===== config.mk =====
export PLATFORM = sky130hd
export DESIGN_NAME = psp_queue
export DESIGN_NICKNAME = d
export VERILOG_FILES = /design/src/hdl/psp_pkg.sv /design/src/hdl/psp_queue.sv
export SDC_FILE = /design/constraint.sdc
export NUM_CORES = 1
export LEC_CHECK = 0
export BUFFER_PORTS_ARGS = -buffer_cell sky130_fd_sc_hd__buf_2
export CORE_MARGIN = 1
export CORE_UTILIZATION = 40
export CTS_BUF_LIST = sky130_fd_sc_hd__clkbuf_8
export DETAILED_ROUTE_END_ITERATION = 7
export GPL_TIMING_DRIVEN = 1
export SLEW_MARGIN = 20
export SYNTH_ARGS = -nofsm -noshare
export SYNTH_HDL_FRONTEND = slang
export SYNTH_SLANG_ARGS = --single-unit

===== constraint.sdc =====
create_clock -name clk_i -period 18.6 [get_ports clk_i]
set_input_delay 0 -clock clk_i [delete_from_list [all_inputs] [get_ports clk_i]]
set_output_delay 0 -clock clk_i [all_outputs]
set_load 0.02 [all_outputs]

===== src/hdl/psp_pkg.sv =====
// Package for the 2D point-to-segment projection core.
// Holds widths, the front-to-back item type and shared constants; no dependencies.
package psp_pkg;
  localparam int unsigned CoordBits = 32;
  localparam int unsigned RatioFrac = 16;
  localparam int unsigned DiffBits  = CoordBits + 1;
  localparam int unsigned ProdBits  = 2 * DiffBits;
  localparam int unsigned DotBits   = ProdBits + 1;
  localparam int unsigned NumBits   = DotBits + RatioFrac;
  localparam int unsigned QuotBits  = NumBits;
  localparam int unsigned LimitExp  = CoordBits + 1 + RatioFrac;
  localparam int unsigned RmagBits  = LimitExp + 1;
  localparam int unsigned OffBits   = CoordBits + 3;
  localparam int unsigned QDepth    = 4;
  localparam int unsigned QPtrBits  = 2;

  typedef struct packed {
    logic signed [CoordBits-1:0] sx;
    logic signed [CoordBits-1:0] sz;
    logic signed [CoordBits-1:0] ex;
    logic signed [CoordBits-1:0] ez;
    logic signed [DiffBits-1:0]  dx;
    logic signed [DiffBits-1:0]  dz;
    logic signed [DotBits-1:0]   dot;
    logic        [DotBits-1:0]   len2;
  } job_t;

  typedef struct packed {
    logic                        on_segment;
    logic signed [CoordBits-1:0] seg_x;
    logic signed [CoordBits-1:0] seg_z;
    logic signed [CoordBits-1:0] line_x;
    logic signed [CoordBits-1:0] line_z;
    logic                        degenerate;
  } res_t;

  function automatic logic signed [CoordBits-1:0] sat_coord(
    input logic signed [CoordBits+3:0] v
  );
    logic signed [CoordBits+3:0] hi;
    logic signed [CoordBits+3:0] lo;
    hi = (CoordBits+4)'((64'sd1 <<< (CoordBits-1)) - 64'sd1);
    lo = -hi - (CoordBits+4)'(1);
    if (v > hi) return hi[CoordBits-1:0];
    if (v < lo) return lo[CoordBits-1:0];
    return v[CoordBits-1:0];
  endfunction
endpackage


===== src/hdl/psp_queue.sv =====
// Short queue between the front and back parts; flip-flop storage.
// Depends on psp_pkg.
module psp_queue import psp_pkg::*; (
  input  logic clk_i,
  input  logic rst_ni,
  input  logic push_i,
  input  job_t push_job_i,
  input  logic pop_i,
  output logic empty_o,
  output logic [QPtrBits:0] count_o,
  output job_t head_o
);
  job_t mem_q [QDepth];
  logic [QPtrBits-1:0] wr_q, rd_q;
  logic [QPtrBits:0] cnt_q;

  always_ff @(posedge clk_i or negedge rst_ni) begin
    if (!rst_ni) begin
      wr_q <= '0; rd_q <= '0; cnt_q <= '0;
    end else begin
      if (push_i) wr_q <= wr_q + 1'b1;
      if (pop_i) rd_q <= rd_q + 1'b1;
      cnt_q <= cnt_q + (QPtrBits+1)'(push_i) - (QPtrBits+1)'(pop_i);
    end
  end

  always_ff @(posedge clk_i) begin
    if (push_i) mem_q[wr_q] <= push_job_i;
  end

  assign empty_o = (cnt_q == '0);
  assign count_o = cnt_q;
  assign head_o  = mem_q[rd_q];
endmodule


### After elaboration in Yosys (flattened, before gate mapping)

Memories as Yosys holds them, arrays and structs flattened.
Index checks and enable logic that the tools add are counted.

* add/sub/neg operators: 4
* muxes and demuxes: 2
* reductions and logical operators: 1

Operators by type and width (number)
* $add 2x1->2 const B: 2
* $add 3x1->3: 1
* $logic_not 3->1: 1
* $sub 3x1->3: 1
* $mux 1: 2

* register bits after elaboration: 7
* bits in writable memories: 1312
* input port bits: 332
* output and inout port bits: 332
* word-level logic and storage cells: 11
* memories kept: 1

Memories
* mem_q: depth 4, width 328, rd ports 1, clocked after memory_dff 0, wr ports 1, line psp_queue.sv:13 `job_t mem_q [QDepth];`

### Logic depth before layout (Yosys ltp)

Gate-level depths: netlist of the first run.

* depth in word-level cells: 2
* mapped depth: 7
* mapped depth without buffers: 7

### Least setup slack after synthesis of the first run

OpenSTA, ideal clock, no wires.

* path kind: register -> register
* start: register wr_q[0]
* end: memory mem_q[0][0] (netlist name), enable pin
* library setup time: 0.731 ns
* arrival time: 8.035 ns
* required time: 17.869 ns
* path slack: 9.835 ns
* stages on the path, launching flop included: 4
* buffers on the path: 0
* period minus slack after synthesis: 8.765 ns
* path through: dfrtp_1 inv_1 ha_1 and2_1

RTL lines
* start, declared: line psp_queue.sv:14 `logic [QPtrBits-1:0] wr_q, rd_q;`
* start signal, assigned: line psp_queue.sv:21 `if (push_i) wr_q <= wr_q + 1'b1;`
* end, declared: line psp_queue.sv:13

No word-level cell before the write port.

==> metrics, run 1 <==
Remaining Overflow, GRT 0; Most common cell on crit path buf_4; Final period util 26.3%; met3 wire length 8630 microns; TritonCTS Buffers 203; flop and latch count out of synthesis 1319; post-synthesis cell count 1747; Comb pwr share 32.6%; WL final 106000 microns; DR WL/cell 21.0 microns; drt first pass iters 5; CP max stage cell buf_4; fraction of layout cells with a size suffix above 1 37.6%; CTS tree yes; initial detailed-routing violation count 1459; nets@finish 3572; final design utilization 53.4%; worst-path fanout max 46; Vias/cell 4.82; Mapped Area 0.0480 sq mm; standard-cell row count 126; mean post-synth cell area 27.5 sq um; root buffer cell clkbuf_8; die width 349 microns; largest net degree at the start of global routing 143; Top delay family on crit path buffers and inverters; Bufs and invs on worst path 4; Top Layer Used met5; sequential element share of the synthesized area 82.4%; Fmax 0.205 GHz; setup total negative slack 0 ns; Net Sw Frac 33.0%; postcts setup bufs 0; min Tclk post-route 4.89 ns; Max Cap Violations 0; Clock Sinks 1319; Clk pwr share 24.3%; worst hold slack 0.230 ns; starting density of the core 40.5%; Area Overhead vs Synth 31.9%; leakage power 22.1 nW; Critical Path Source Type register; met2 wire length 53200 microns; Yosys top cell area share 82.0%; clock latency on the worst-skew pair 0.91 ns; Synthesis Warnings 0; most common cell in the netlist edfxtp_1; peak supply drop 0.0952 mV; via count 24.2k; Max clock buf depth 3; DR DRC count 0; synth cell count leaders edfxtp_1, mux4_2, buf_2; syn_nets 2086; endpoints failing setup 0; CORE AREA 0.119 sq mm; CP cell instances buf_4 > buf_4 > buf_4 > mux4_2 > buf_2; RSZ-0062 raised after global routing false; H-Tree Depth 4; clock-pin transition on the worst setup and hold timing paths 0.06 ns; Port Buffers 663; die area 0.121 sq mm; EDFF count, synth 1312; leading post-synthesis cells by cell area edfxtp_1, mux4_2, buf_12; Hold Path Class primary input to register; vias in the first global route 26.6k; Crit. End Element output port; PD cells 148 mW/mm^2; DP HPWL 61400 microns; Post-synth top flop edfxtp_1; Pins Over Slew Limit 0; Tot GR Track Use 17.4%; sw power 3.09 mW; Final ANT Viol Nets 0; Slew @ Worst Pin 1.32 ns; DRT met1 WL 41300 microns; die height 349 microns; dominant cell type by area after synthesis edfxtp_1; Placer Congestion 0.795; run status completed; max incr delay on CP 0.83 ns; final hold vios 0; Clock Skews 0.0431 ns; P_int 6.29 mW; Critical Path AT 4.89 ns; Slew HR 12.3%; crit path kind register to output port; global-route wire length before repair 159000 microns; Seq pwr share 43.2%; antenna violations before repair 19; I/O pin total 664; Post-synth ARST share 0.531%; count of cell types in the netlist 18; Worst EP required 18.60 ns
-- layer usage --
metal | global-route usage (%) | vias up
met3 | 6.20 | 185
met4 | 5.88 | 12
met1 | 21.0 | 12500
met5 | 0 | -
li1 | - | 10700
met2 | 28.9 | 784
-- repair_timing --
item	CTS	global route
hold buffers	663	0
setup endpoints to repair	0	0
hold endpoints to repair	1468	0
resized for setup	0	0
-- per-stage QoR --
step	worst slack [ns]	cell area (sq um)	power (mW)	instances
2_1_floorplan	9.83	48000	6.39	1747
3_3_place_gp	13.93	52700	7.06	3963
3_5_place_dp	13.88	52700	7.11	3963
4_1_cts	12.85	63200	9.51	4998
5_1_grt	13.17	63300	9.81	5010
6_report	13.71	63300	9.38	5017
-- final timing paths --
kind / slack, ns / endpoint / cells past startpoint / start
max: 13.71 / head_o[132] / 5 / rd_q[0]
min: 0.23 / count_o[1] / 5 / pop_i
max reg2reg: 14.31 / mem_q[0][84] / 6 / wr_q[0]
min reg2reg: 0.54 / wr_q[0] / 1 / wr_q[0]
max in group asynchronous: 17.60 / rd_q[1] / 4 / rst_ni
min in group asynchronous: 0.64 / count_o[2] / 4 / rst_ni
-- flip-flops by register name (all words and copies together), names as in the netlist --
signal	count
count_o	3
mem_q	1312
rd_q	2
wr_q	2
-- layout make-up --
type	count	area [sq um]
multi-input cells	348	7580
clock buffers	210	2890
well taps	1600	2000
flip-flops and latches	1319	39600
repair buffers	1355	10200
inverters	6	22.5
fillers	9185	55200
diodes	17	42.5
clock inverters	162	990
-- worst register-to-register path, cell delays in order, from the launching register on --
cell     delay [ns]
dfrtp_1        0.42
inv_1          0.10
ha_1           0.15
and2_4         0.72
buf_4          0.92
buf_4          0.80
buf_4          0.80
-- power by group through the flow --
stage	Sequential, mW	Clock, mW	Combinational (mW)
6_report	4.05	2.28	3.06
5_1_grt	4.09	2.46	3.25
3_3_place_gp	4.11	0	2.96
2_1_floorplan	4.22	0	2.17
3_5_place_dp	4.13	0	2.97
4_1_cts	4.07	2.34	3.10
-- kinds of logic after synthesis --
logic type                 count (synthesis)  synth area share, %
xor gates and xnor gates                   5               0.0912
adders and majority gates                  7                0.198
DFF                                     1319                 82.4
AOI/OAI and AO/OA                          1               0.0104
buffers and inverters                     80                 1.86
muxes                                    328                 15.4
and+or+nand+nor                            7               0.0781
-- layout by cell type (no fill, tap or decap), drive strengths merged --
cell type    synthesis  routed
edfxtp            1312    1312
buf                 71     692
dlygate4sd3          0     663
mux4               328     328
clkbuf               3     210
inv                  6      83
clkinv               0      72
diode                0      17
bufinv               0       9
dfrtp                7       7
ha                   6       6
and2                 4       4
clkinvlp             0       4
xnor2                3       3
xor2                 2       2
nand2                2       2
nor3                 1       1
o21ai                1       1
fa                   1       1
(Power assumes the default switching activity.)
==> run 2: changes to the inputs <==
Clock period 18.6 ns to 4.7 ns, I/O delays scaled along.
==> run 2 against run 1 <==
Effect of this change: sequential share of layout area down 0.23 points; critical path depth down 2; die area unchanged; setup slack worse by 12 ns; first-iteration DRC count up 6.0%; clock power rose to 3.8 times the previous value; non-clock buffer count up 37; power rose to 4.0 times the previous value; clock skew down 0.013 ns; critical path type unchanged; critical endpoint is now head_o[312]; largest cell class unchanged; highest routed layer unchanged.
==> metrics, run 2 (synthesis gave the netlist of run 1 again) <==
die width 349 microns (unchanged); Bufs and invs on worst path 2 (-2); WHS Path Cells 5 (unchanged); Slew HR 32.4% (+20 points); TritonCTS Buffers 203 (unchanged); postcts setup bufs 0 (unchanged); commonest non-fill, non-tap cell in the layout edfxtp_1; R2R cell count 4 (-2); Top delay family on crit path flip-flops; max incr delay on CP 1.00 ns (+0.17 ns); largest net degree at the start of global routing 84 (-41%); Slew @ Worst Pin 1.01 ns (-0.302 ns); Post-Layout Cell Count 5047 (+0.60%); Setup crit start rd_q[0]; Fmax 0.303 GHz; standard-cell row count 126 (unchanged); I/O pin total 664 (unchanged); run status completed; global-route wire length before repair 164000 microns (+3.1%); DR WL/cell 21.7 microns (+3.3%); hold path start pop_i; setup total negative slack 0 ns (unchanged); R2R setup slack 2.23 ns (-12.08 ns); Max clock buf depth 3 (unchanged); Crit. End Element output port; Final period util 70.2%; peak supply drop 0.414 mV (+330%); WL final 110000 microns (+3.9%); RSZ-0062 raised after global routing false; max reg flops 1312 (unchanged); Final ANT Viol Nets 0 (unchanged); Port Buffers 663 (unchanged); crit path kind register to output port; CTS-repair resized insts 0 (unchanged); hold path endpoint count_o[0]; Tot GR Track Use 18.1% (+0.69 points); R2R Path End mem_q[2][63]; Remaining Overflow, GRT 0 (unchanged); post-route setup slack 1.40 ns (-12.31 ns); Area Overhead vs Synth 32.4%; Critical Path Source Type register; CTS tree yes; leakage power 22.3 nW (+0.72%); Clock Skews 0.0303 ns (-0.0128 ns); CP max stage cell dfrtp_4; drt first pass iters 5 (unchanged); CORE AREA 0.119 sq mm (unchanged); H-Tree Depth 4 (unchanged); fraction of layout cells with a size suffix above 1 37.9% (+0.27 points); vias in the first global route 26.9k (+1.1%); final hold vios 0 (unchanged); DR DRC count 0 (unchanged); largest register by flop count mem_q; Vias/cell 4.85 (+0.68%); most frequent cells in the layout edfxtp_1, dlygate4sd3_1, buf_2; die area 0.121 sq mm (unchanged); die height 349 microns (unchanged); DP HPWL 65500 microns (+6.7%); nets@finish 3609 (+1.0%); worst hold slack 0.168 ns (-0.0611 ns); PD cells 584 mW/mm^2 (+290%); Critical Path AT 3.30 ns (-1.59 ns); Pins Over Slew Limit 0 (unchanged); initial detailed-routing violation count 1547 (+6.0%); clock latency on the worst-skew pair 0.92 ns (about the same); min Tclk post-route 3.30 ns; via count 24.5k (+1.3%); root buffer cell clkbuf_8; Placed Cells 4002 (+0.98%); pre-CTS WS 2.19 ns (-11.69 ns); starting density of the core 40.5% (unchanged); endpoints failing setup 0 (unchanged); Reg2Reg Launch Point wr_q[0]; clock-pin transition on the worst setup and hold timing paths 0.06 ns (about the same); Hold Path Class primary input to register; Clock Sinks 1319 (unchanged); Worst EP required 4.70 ns (-13.90 ns); Placer Congestion 0.775 (-2.6%); CP cell instances buf_4 > mux4_2 > buf_2; Max Cap Violations 0 (unchanged); worst-path fanout max 36 (-22%); antenna violations before repair 20 (+1); Tot Pwr 37.2 mW (+300%)
[run 2: per-layer routing]
layer / part of all wire (%) / global-route usage, %
met1: 38 / 21.4
met2: 51 / 30.3
met3: 8.4 / 6.66
met4: 2.5 / 6.29
met5: 0.059 / 0
[run 2: cell type report]
class,instances,area [sq um]
multi-input combinational,348,7580
sequential,1319,39600
fill,9199,55000
clock inverter,160,808
inverter,6,22.5
antenna,13,32.5
clock buffer,209,2880
timing repair buffer,1392,10700
tap,1600,2000
[run 2: what timing repair did]
action / in CTS / in global routing
endpoints found under the setup margin: 0 / 0
hold buffers: 663 / 0
hold endpoints to repair: 1467 / 0
[run 2: power breakdown]
| part | switching (mW) | internal (mW) |
|---|---|---|
| clock | 4.38 | 4.31 |
| combinational | 7.45 | 5.02 |
| sequential | 0.641 | 15.4 |
| total | 12.5 | 24.7 |
[run 2: per-stage QoR]
stage               util (%)  instance area, sq um
finish                  53.6                 63600
detailed placement      44.9                 53200
CTS                     53.6                 63500
floorplan                  -                 48000
global route            53.6                 63600
global placement        44.9                 53200
[run 2: worst max path at each step]
stage	slack (ns)	cells after the start	endpoint
after floorplan	1.35	3	mem_q[0][0]
after global placement	2.24	4	mem_q[2][67]
after detailed placement	2.19	4	mem_q[2][64]
after CTS	1.15	3	head_o[253]
after global routing	1.11	3	head_o[253]
final	1.40	3	head_o[312]
[run 2: tightest hold or removal path, cell delays in order]
cell and delay, ns:
dlygate4sd3_1 0.52, buf_2 0.12, ha_1 0.22, inv_1 0.05
ha_1 0.11
==> run 3: changes to the inputs <==
Settings changed: ABC_AREA set to 1.
Clock period 4.7 ns to 3.4 ns, I/O delays scaled along.
==> run 3 against run 2 <==
Effect of this change: critical path depth increased by 3; via count is 58% higher; sequential power increased by 37%; sequential share of layout area down 6.9 points; non-clock buffer count rose by 26; power grew 56%; area after synthesis increased by 16%; critical endpoint is now head_o[121].
==> metrics, run 3 <==
CP max stage cell dfrtp_4; clock latency on the worst-skew pair 0.91 ns (about the same); TritonCTS Buffers 214 (+5.4%); Remaining Overflow, GRT 0 (unchanged); Vias/cell 4.51 (-7.1%); pre-CTS WS 1.12 ns (-1.07 ns); Port Buffers 663 (unchanged); count of cell types in the netlist 15 (-3); Post-synth ARST share 0.531% (unchanged); Critical Path Source Type register; H-Tree Depth 4 (unchanged); commonest non-fill, non-tap cell in the layout nand2_1; Clock Sinks 1319 (unchanged); Most common cell on crit path nand2_1; Comb pwr share 40.6% (+7.0 points); Post-synth top flop edfxtp_1; post-synthesis mux area share 0% (-15 points); Crit. End Element output port; I/O pin total 664 (unchanged); die area 0.141 sq mm (+16%); WL final 137000 microns (+24%); synth cell count leaders nand2_1, inv_1, edfxtp_1; Clk pwr share 21.6% (-1.8 points); Pins Over Slew Limit 0 (unchanged); adder-cell share of the synthesized area 0.171% (-0.027 points); max incr delay on CP 0.65 ns (-0.35 ns); Post-DP Area 0.0609 sq mm (+14%); CP cell instances inv_8 > buf_12 > nand2_1 > nand3_1 > nand2_1 > buf_2; RSZ-0062 raised after global routing false; leakage power 33.1 nW (+48%); Max clock buf depth 3 (unchanged); dominant cell type by area after synthesis edfxtp_1; Clock Skews 0.0324 ns (+0.00203 ns); post-synthesis cell count 5184 (+200%); die width 375 microns (+7.6%); starting density of the core 40.4% (-0.11 points); largest register by flop count mem_q; run status completed; DR DRC count 0 (unchanged); Placer Congestion 0.774 (-0.14%); Synthesis Warnings 0 (unchanged); Slew @ Worst Pin 1.09 ns (+0.0712 ns); final hold vios 0 (unchanged); Hold Path Class primary input to asynchronous set/reset pin; Synth Area in Compound Gates 0.00899% (-0.0014 points); post-route setup slack 0.279 ns (-1.12 ns); Seq pwr share 37.9% (-5.2 points); CORE AREA 0.138 sq mm (+16%); area of the multi-input gates 0.00963 sq mm (+27%); min Tclk post-route 3.12 ns; Worst EP required 3.40 ns (-1.30 ns); nets@finish 6938 (+92%); standard-cell row count 136 (+7.9%); Mapped Area 0.0557 sq mm (+16%); main combinational cell family by area after synthesis simple AND/OR/NAND/NOR gates; Fmax 0.320 GHz; die height 375 microns (+7.6%); global-route wire length before repair 212000 microns (+30%); drt first pass iters 5 (unchanged); largest net degree at the start of global routing 187 (+120%); syn_nets 5523 (+160%); DP HPWL 80200 microns (+23%); worst-path fanout max 109 (+200%); worst hold slack 0.127 ns (-0.0413 ns); flop and latch count out of synthesis 1319 (unchanged); Top delay family on crit path buffers and inverters; via count 38.7k (+58%); Net Sw Frac 40.7% (+7.1 points); Critical Path AT 3.12 ns (-0.18 ns); antenna violations before repair 19 (-5.0%); clock-pin transition on the worst setup and hold timing paths 0.06 ns (about the same); sequential element share of the synthesized area 71.0% (-11 points); most frequent cells in the layout nand2_1, inv_1, edfxtp_1; Slew HR 27.7% (-4.7 points); postcts setup bufs 0 (unchanged); Final ANT Viol Nets 0 (unchanged); vias in the first global route 39.0k (+45%); Tot Pwr 58.0 mW (+56%); FF+latch area 0.0396 sq mm (unchanged); Post-Synth XOR/XNOR Area 0.0472% (-0.044 points); leading post-synthesis cells by cell area edfxtp_1, nand2_1, inv_1; Tot GR Track Use 19.3% (+1.2 points); mean post-synth cell area 10.7 sq um (-61%); Bufs and invs on worst path 3 (+1); area share of and/or/nand/nor cells after synthesis 17.0% (+17 points); fill count 12.1k (+31%); most common cell in the netlist nand2_1; crit path kind register to output port; initial detailed-routing violation count 1970 (+27%); fraction of layout cells with a size suffix above 1 15.1% (-23 points); PD cells 812 mW/mm^2 (+39%); EDFF count, synth 1312 (unchanged); Yosys top cell area share 70.7% (-11 points); sw power 23.6 mW (+89%); Final period util 91.8%; max reg flops 1312 (unchanged); CTS tree yes; root buffer cell clkbuf_8; DR WL/cell 15.9 microns (-27%); Area Overhead vs Synth 28.3%; endpoints failing setup 0 (unchanged); Max Cap Violations 0 (unchanged); P_int 34.4 mW (+39%); final instance area 0.0715 sq mm (+12%); peak supply drop 0.615 mV (+49%)
-- run 3: changes by cell type after synthesis, moves of 32 or more --
cell,before,now
nand2_1,2,1651
inv_1,6,1324
nand3_1,0,657
mux4_2,328,0
buf_2,34,142
buf_6,1,68
buf_12,32,0
-- run 3: final cells by class --
cell class | count | share of cell area (%)
Antenna cell | 23 | 0.0805
Clock buffer | 219 | 4.22
Clock inverter | 168 | 1.22
Inverter | 1326 | 7.01
Multi-Input combinational cell | 2320 | 13.5
Sequential cell | 1319 | 55.4
Tap cell | 1794 | 3.14
Timing Repair Buffer | 1418 | 15.5
-- run 3: cells by family after synthesis --
group,count (synthesis)
xor+xnor,3
compound gates,1
flops,1319
fa+ha+maj,7
simple gates,2309
buf+inv,1545
-- run 3: worst paths after layout --
path / slack (ns) / start / to / cells past startpoint
max: 0.28 / rd_q[0] / head_o[121] / 6
max reg2reg: 1.37 / wr_q[1] / mem_q[1][308] / 5
min in group clk_i: 0.21 / pop_i / count_o[0] / 5
min: 0.13 / rst_ni / rd_q[1] / 3
max in group asynchronous: 3.01 / rst_ni / rd_q[0] / 3
min reg2reg: 0.56 / wr_q[0] / wr_q[0] / 1
-- run 3: what timing repair did --
action | CTS | global route
hold buffers | 662 | 0
setup endpoints to repair | 0 | 1
endpoints found under the hold margin | 1375 | 0
gates resized for setup | 0 | 1
-- run 3: worst register-to-register path, delay by kind of cell, from the launching register on --
kind | cells | cell delay (ns)
and+or+nand+nor | 1 | 0.06
adders and majority gates | 1 | 0.16
buffers and inverters | 3 | 1.03
DFF | 1 | 0.40
-- run 3: power groups by stage --
stage	combinational [mW]	sequential (mW)	clock [mW]
6_report	23.5	22.0	12.5
3_5_place_dp	23.1	22.3	0
4_1_cts	23.8	22.0	12.9
2_1_floorplan	15.2	22.7	0
5_1_grt	25.7	22.2	13.6
3_3_place_gp	22.9	22.2	0
-- run 3: metal layers --
layer	GRT usage, %	share of wire [%]	up-vias
met5	0	0.0073	-
met1	22.6	40	18300
met3	4.69	6.4	283
met2	33.6	50	1046
met4	8.06	3.3	2
li1	-	-	19100
-- run 3: per-stage QoR --
stage          TNS [ns]  instances  util (%)
6_report              0       8587      51.8
3_5_place_dp          0       7515      44.2
4_1_cts               0       8564      51.8
5_1_grt               0       8582      51.8
2_1_floorplan  -3397.50       5184         -
3_3_place_gp          0       7515      44.2
